--- config.mk ---
export PLATFORM = sky130hd
export DESIGN_NAME = text_console_cursor_control
export DESIGN_NICKNAME = d
export VERILOG_FILES = /design/src/design/tccc_pkg.sv /design/src/design/text_console_cursor_control.sv
export VERILOG_INCLUDE_DIRS = /design/src /design/src/design
export SDC_FILE = /design/constraint.sdc
export NUM_CORES = 1
export LEC_CHECK = 0
export BUFFER_PORTS_ARGS = -buffer_cell sky130_fd_sc_hd__buf_4
export CAP_MARGIN = 15
export CORE_MARGIN = 10
export CORE_UTILIZATION = 49
export DETAILED_ROUTE_END_ITERATION = 12
export PLACE_DENSITY = 0.79
export SYNTH_ARGS = -nofsm -noshare
export SYNTH_HDL_FRONTEND = slang
export SYNTH_SLANG_ARGS = --single-unit
--- constraint.sdc ---
create_clock -name clk -period 6.6 [get_ports clk]
set_input_delay 0 -clock clk [delete_from_list [all_inputs] [get_ports clk]]
set_output_delay 0 -clock clk [all_outputs]
set_load 0.01 [all_outputs]
--- src/design/text_console_cursor_control_assert.svh ---
// assertion macros for the text console cursor control block
// expects clk and arst_n in the scope of each use
`ifndef TEXT_CONSOLE_CURSOR_CONTROL_ASSERT_SVH
`define TEXT_CONSOLE_CURSOR_CONTROL_ASSERT_SVH

// same-cycle implication, off during reset
`define TCCC_ASSERT_IMP(name, ante, cons) \
	name: assert property (@(posedge clk) disable iff (!arst_n) (ante) |-> (cons)) \
		else $error("tccc assertion failed");

// next-cycle implication, off during reset
`define TCCC_ASSERT_NEXT(name, ante, cons) \
	name: assert property (@(posedge clk) disable iff (!arst_n) (ante) |=> (cons)) \
		else $error("tccc assertion failed");

`endif

--- src/design/tccc_pkg.sv ---
// shared types and constants of the text console cursor control block
// no dependencies
package tccc_pkg;

	// window limits
	localparam int MAX_COLS = 128;
	localparam int MAX_ROWS = 64;

	// character codes
	localparam logic [7:0] CH_BS  = 8'd8;
	localparam logic [7:0] CH_TAB = 8'd9;
	localparam logic [7:0] CH_LF  = 8'd10;
	localparam logic [7:0] CH_CR  = 8'd13;

	// render commands
	typedef logic [1:0] cmd_t;
	localparam cmd_t CMD_DRAW   = 2'd0;
	localparam cmd_t CMD_CLEAR  = 2'd1;
	localparam cmd_t CMD_SCROLL = 2'd2;

	// configuration register indexes
	typedef logic [2:0] cfg_idx_t;
	localparam cfg_idx_t CFG_ENABLE     = 3'd0;
	localparam cfg_idx_t CFG_WIN_LEFT   = 3'd1;
	localparam cfg_idx_t CFG_WIN_TOP    = 3'd2;
	localparam cfg_idx_t CFG_WIN_RIGHT  = 3'd3;
	localparam cfg_idx_t CFG_WIN_BOTTOM = 3'd4;

	// result queue
	localparam int FIFO_DEPTH = 4;
	localparam int FIFO_AW    = $clog2(FIFO_DEPTH);

	typedef struct packed {
		cmd_t       command;
		logic [6:0] cell_col;
		logic [5:0] cell_row;
		logic [7:0] glyph;
		logic       last;
	} result_t;

endpackage

--- src/design/text_console_cursor_control.sv ---
// text console cursor control: cursor update and render command queue
// depends on tccc_pkg and text_console_cursor_control_assert.svh
// results: an accepted item's results are registered into the result queue, whose head drives the outputs
// throughput: one item per cycle while in_stall is low and each item gives at most one result; an item
// with two results fills two queue slots, which the single output port shows one after the other
// reset: cursor, queue pointers and registers clear at once on arst_n low; queue storage is not reset
`include "text_console_cursor_control_assert.svh"

module text_console_cursor_control (
	input  logic              clk,
	input  logic              arst_n,
	// character items
	input  logic              in_valid,
	output logic              in_stall,
	input  logic [7:0]        char_code,
	// render command items
	output logic              out_valid,
	input  logic              out_stall,
	output tccc_pkg::cmd_t    command,
	output logic [6:0]        cell_col,
	output logic [5:0]        cell_row,
	output logic [7:0]        glyph,
	output logic              last,
	// register writes
	input  logic              cfg_valid,
	output logic              cfg_ready,
	input  tccc_pkg::cfg_idx_t cfg_index,
	input  logic [7:0]        cfg_data
);
	import tccc_pkg::*;

	localparam int CNT_W = FIFO_AW + 1;

	// configuration registers
	logic       enable_q;
	logic [6:0] win_left_q;
	logic [5:0] win_top_q;
	logic [6:0] win_right_q;
	logic [5:0] win_bottom_q;

	// cursor state
	logic [7:0] cursor_col_q;
	logic [6:0] cursor_row_q;

	// result queue
	result_t              fifo_q [FIFO_DEPTH];
	logic [FIFO_AW-1:0]   wr_ptr_q;
	logic [FIFO_AW-1:0]   rd_ptr_q;
	logic [CNT_W-1:0]     count_q;

	logic acc;
	logic pop;

	// cursor datapath, wide enough for the overshoot past the edges
	logic [8:0] col_a, col_b;
	logic [7:0] row_a, row_b, row_c;
	logic [8:0] left9, right9;
	logic [7:0] bottom8;
	logic       have_cell;
	logic       scroll;
	result_t    cell_res;
	result_t    scroll_res;
	result_t    slot0, slot1;
	logic [1:0] num_wr;

	// writes are always taken; the user must keep the block idle whenever config changes, the block does not enforce it
	assign cfg_ready = 1'b1;

	always_ff @(posedge clk or negedge arst_n) begin
		if (!arst_n) begin
			enable_q     <= 1'b0;
			win_left_q   <= 7'd0;
			win_top_q    <= 6'd0;
			win_right_q  <= 7'd127;
			win_bottom_q <= 6'd63;
		end else if (cfg_valid && cfg_ready) begin
			unique case (cfg_index)
				CFG_ENABLE:     enable_q     <= cfg_data[0];
				CFG_WIN_LEFT:   win_left_q   <= cfg_data[6:0];
				CFG_WIN_TOP:    win_top_q    <= cfg_data[5:0];
				CFG_WIN_RIGHT:  win_right_q  <= cfg_data[6:0];
				CFG_WIN_BOTTOM: win_bottom_q <= cfg_data[5:0];
				default: ;
			endcase
		end
	end

	// stall while the queue cannot take a worst-case pair of results
	assign in_stall  = count_q > CNT_W'(FIFO_DEPTH - 2);
	assign acc       = in_valid && !in_stall;
	assign out_valid = count_q != '0;
	assign pop       = out_valid && !out_stall;

	// right and bottom edges clamped to the maximum window
	always_comb begin
		left9 = {2'b00, win_left_q};
		if ({2'b00, win_right_q} > 9'(MAX_COLS - 1))
			right9 = 9'(MAX_COLS - 1);
		else
			right9 = {2'b00, win_right_q};
		if ({2'b00, win_bottom_q} > 8'(MAX_ROWS - 1))
			bottom8 = 8'(MAX_ROWS - 1);
		else
			bottom8 = {2'b00, win_bottom_q};
	end

	// per-character cursor move and the cell command it may cause
	always_comb begin
		col_a     = {1'b0, cursor_col_q};
		row_a     = {1'b0, cursor_row_q};
		have_cell = 1'b0;
		cell_res  = '0;
		unique case (char_code)
			CH_TAB: begin
				col_a = ({1'b0, cursor_col_q} + 9'd8) & ~9'd7;
			end
			CH_CR: begin
				col_a = left9;
			end
			CH_LF: begin
				row_a = {1'b0, cursor_row_q} + 8'd1;
				col_a = left9;
			end
			CH_BS: begin
				// never steps past the left edge
				if ({1'b0, cursor_col_q} > left9) begin
					col_a             = {1'b0, cursor_col_q} - 9'd1;
					have_cell         = 1'b1;
					cell_res.command  = CMD_CLEAR;
					cell_res.cell_col = col_a[6:0];
					cell_res.cell_row = cursor_row_q[5:0];
				end
			end
			default: begin
				have_cell         = 1'b1;
				cell_res.command  = CMD_DRAW;
				cell_res.cell_col = cursor_col_q[6:0];
				cell_res.cell_row = cursor_row_q[5:0];
				cell_res.glyph    = char_code;
				col_a             = {1'b0, cursor_col_q} + 9'd1;
			end
		endcase

		// wrap past the right edge
		if (col_a > right9) begin
			col_b = left9;
			row_b = row_a + 8'd1;
		end else begin
			col_b = col_a;
			row_b = row_a;
		end

		// past the bottom: scroll and hold on the bottom row
		scroll = row_b > bottom8;
		row_c  = scroll ? bottom8 : row_b;

		cell_res.last      = !scroll;
		scroll_res         = '0;
		scroll_res.command = CMD_SCROLL;
		scroll_res.last    = 1'b1;

		// pack the results into consecutive queue slots
		slot0  = have_cell ? cell_res : scroll_res;
		slot1  = scroll_res;
		num_wr = enable_q ? ({1'b0, have_cell} + {1'b0, scroll}) : 2'd0;
	end

	// cursor update on each accepted item while enabled
	always_ff @(posedge clk or negedge arst_n) begin
		if (!arst_n) begin
			cursor_col_q <= 8'd0;
			cursor_row_q <= 7'd0;
		end else if (acc && enable_q) begin
			cursor_col_q <= col_b[7:0];
			cursor_row_q <= row_c[6:0];
		end
	end

	// queue pointers and fill count
	always_ff @(posedge clk or negedge arst_n) begin
		if (!arst_n) begin
			wr_ptr_q <= '0;
			rd_ptr_q <= '0;
			count_q  <= '0;
		end else begin
			if (acc)
				wr_ptr_q <= wr_ptr_q + FIFO_AW'(num_wr);
			if (pop)
				rd_ptr_q <= rd_ptr_q + FIFO_AW'(1);
			count_q <= count_q + (acc ? CNT_W'(num_wr) : CNT_W'(0))
				- (pop ? CNT_W'(1) : CNT_W'(0));
		end
	end

	// queue storage, payload only
	always_ff @(posedge clk) begin
		if (acc && num_wr != 2'd0)
			fifo_q[wr_ptr_q] <= slot0;
		if (acc && num_wr == 2'd2)
			fifo_q[wr_ptr_q + FIFO_AW'(1)] <= slot1;
	end

	assign command  = fifo_q[rd_ptr_q].command;
	assign cell_col = fifo_q[rd_ptr_q].cell_col;
	assign cell_row = fifo_q[rd_ptr_q].cell_row;
	assign glyph    = fifo_q[rd_ptr_q].glyph;
	assign last     = fifo_q[rd_ptr_q].last;

	// checks
	`TCCC_ASSERT_IMP(a_count_bound, 1'b1, count_q <= CNT_W'(FIFO_DEPTH))
	`TCCC_ASSERT_NEXT(a_disabled_hold, acc && !enable_q, $stable(cursor_col_q) && $stable(cursor_row_q))
	`TCCC_ASSERT_IMP(a_scroll_blank, out_valid && command == CMD_SCROLL, cell_col == 7'd0 && cell_row == 6'd0 && glyph == 8'd0)
	`TCCC_ASSERT_NEXT(a_pair_kept, pop && !last, out_valid)

endmodule

==> impl_results.md <==
- TritonCTS sink count: 139
- DRT Pass-1 Iters: 6
- PD cells: 464.8 mW/mm2
- DP Wirelength: 13,550 um
- Syn_area_per_cell: 8.680 um2
- Setup TNS: 0 ps
- Core Region: 0.01509 mm2
- Detail Route Antenna Nets: 0
- Number of flops mapped to enable cells by yosys: 0
- CP max stage cell: or4_4
- Finished Core Util: 63.67%
- Synth top area cells: dfxtp_1 (26%), dfrtp_1 (10%), nand2_1 (7.5%), mux4_2 (7.2%), a21oi_1 (5.5%)
- Io pins: 51
- Achievable frequency: 153.2 MHz
- Period minus WS final: 6528 ps
- Vias: 6,929
- Placed Area: 0.008318 mm2
- Max Clock Skew: 7.036 ps
- Routed len/inst: 18.10 um
- Post-synth top flop: dfxtp_1
- # setup viols final: 0
- Port bufs: 48
- Reg area: 0.003014 mm2
- Proportion of layout cells with a drive suffix above 1: 26.15%
- Critical Path AT: 6840 ps
- CP Capture Point: count_q[2]
- Fin crit share: 98.91%
- Reg2reg start: win_left_q[5]
- Mapped cell area: 0.007491 mm2
- Clock root buffer: clkbuf_16
- Multi-input logic area: 0.004397 mm2
- Worst ir drop on vdd: 254.0 uV
- Synth Register Bits: 139
- Layout Cells excl Fill: 1,167
- Actual slew at the worst max-slew pin: 1038 ps
- Post-synthesis async set-or-reset flop share: 30.94%
- Sequential share of the synthesized area: 40.24%
- Diode count: 0
- H-tree levels: 4
- Commonest cells post-synth: nand2_1 (150), dfxtp_1 (96), a21oi_1 (83)
- Gr ovfl total: 0
- LEAKAGE: 0.003979 uW
- Slowest stage delay, CP: 620 ps
- Die Area: 0.02063 mm2
- Die width: 143.6 um
- Placed Cells: 1,089
- Post-synthesis net count: 921
- Register-to-Register Setup Slack: 70 ps
- DRC viols: 0
- GPL Wtd Cong: 0.9126
- Required time worst endpoint: 6910 ps
- Max-slew violation count: 0
- CTS tree: yes
- RSZ-0062 raised after global routing: true
- CP Capture Type: register
- Top-area cell type share of the netlist area: 25.66%
- Design Area, Final: 0.009607 mm2
- Total Routing Usage GR: 20.17%
- Area leader, netlist: dfxtp_1
- TritonCTS buffer count: 17
- Slew headroom: 30.63%
- WS Path Type: register to register
- Critical path launch point type: register
- Hold Vio Cnt, Final: 0
- Maximum clock path buffer count: 2
- Setup crit start: win_left_q[5]
- Number of core rows: 45
- Synth cell types: 65
- Vias in the first global route: 6,625
- Worst r2r path cells: 31
- Via/cell ratio: 5.937
- Initial antenna violation count: 0
- Largest net degree at the start of global routing: 44
- Max-cap violations: 0
- FF-to-FF End: count_q[2]
- CP Max Fanout: 5
- Most Frequent Cell on Critical Path: ha_4
- Area Growth Syn to Fin: 28.24%
- Initial core utilization: 49.64%
- Tot Pwr: 4465 uW
- Clock Pin Slew Worst Setup and Hold Paths: 60 ps
- Total wire length: 21,120 um
- Cell with the most instances after synthesis: nand2_1
- Post-Synthesis Cells: 863
- Die Ht: 143.6 um
- Final net count: 1,024
- Filler instances: 1,181
- Outcome: finished clean
- Drt first-iter violations: 692
- Clk_lat worst skew: 440 ps
- Yosys Warn Count: 0
- Worst hold path class: input pin to register
- First-pass GRT wire length: 33,490 um
[cell type report]
class                           count  share of cell area, %
Clock buffer                       25                  5.600
Sequential cell                   139                  31.38
Multi-Input combinational cell    624                  45.77
Timing Repair Buffer              147                  12.85
Clock inverter                      7                 0.5079
Tap cell                          188                  2.449
Inverter                           37                  1.446
[stage by stage]
| step | setup slack (ps) | hold slack, ps |
|---|---|---|
| after detailed placement | -201.4 | 29.60 |
| after global routing | -192.5 | 71.04 |
| after floorplan | 15.49 | -295.6 |
| after global placement | 24.48 | 26.51 |
| after CTS | 4.621 | 54.05 |
| final | 72.09 | 57.65 |
[worst min-delay path by stage]
stage	start	slack [ps]	cells past startpoint	to
after global routing	cfg_valid	70	3	enable_q
after CTS	cfg_valid	50	3	enable_q
after global placement	arst_n	30	1	enable_q
after detailed placement	arst_n	30	1	cursor_row_q[3]
final	char_code[4]	60	3	fifo_q[2][5]
after floorplan	arst_n	-300	0	count_q[0]
[power breakdown]
| part | internal (uW) | total (uW) | switching, uW |
|---|---|---|---|
| Combinational | 1050 | 2120 | 1080 |
| Clock | 567 | 943 | 376 |
| Sequential | 1170 | 1400 | 227 |
| Total | 2790 | 4460 | 1680 |
[worst max-delay path, delay by kind of cell (launching register included)]
family | cells | cell delay [ps]
xor gates and xnor gates | 2 | 240
AOI/OAI and AO/OA | 10 | 1870
DFF | 1 | 370
and+or+nand+nor | 9 | 1680
buffers and inverters | 3 | 250
adders and majority gates | 7 | 1980
[metal layers]
metal	wire length, um	GRT usage [%]	share of wire, %	up-vias
li1	-	-	-	3265
met1	8888	25.34	42	3297
met2	10270	32.99	49	310
met3	1523	4.686	7.2	57
met4	434	7.577	2.1	0
met5	0	0	0	-
[repair_timing]
item | CTS | global route
setup buffers | 3 | 14
gates cloned | 1 | 1
hold endpoints to repair | 100 | 0
pin swaps | 8 | 28
setup endpoints to repair | 92 | 101
hold buffers | 29 | 0
resized for setup | 13 | 52
[registers in the layout, summed over array words and instances, names as in the netlist, 3 cells and up]
| signal | cells |
|---|---|
| count_q | 3 |
| cursor_col_q | 8 |
| cursor_row_q | 7 |
| fifo_q | 96 |
| win_bottom_q | 6 |
| win_left_q | 7 |
| win_right_q | 7 |
[cell usage in the layout, fill, tap and decap left out, types with 5 or more instances in the layout]
master	instances
dfrtp_1	30
nor2_1	45
buf_4	109
mux4_2	24
dfxtp_1	96
nand3_1	58
xor2_1	5
a21oi_1	79
nand2_1	147
a211o_1	6
o21ai_1	15
dfstp_2	13
nor3_1	9
mux2i_1	10
inv_1	35
o211ai_1	5
a211oi_1	25
clkbuf_16	19
o21ai_0	32
xnor2_1	11
ha_1	27
mux2_2	14
dlygate4sd3_1	27
buf_6	5
nand2b_1	5
[cell families after synthesis]
logic type,Yosys count,share of synthesized area (%)
AND/OR/NAND/NOR,318,19.48
AO/OA/AOI/OAI,204,16.49
flip-flops,139,40.24
buffers and inverters,101,5.211
multiplexers,48,10.66
adder cells (fa/ha/maj),34,5.779
XOR/XNOR,18,2.105
other,1,0.05006
Power figures use the tool's default switching activity.
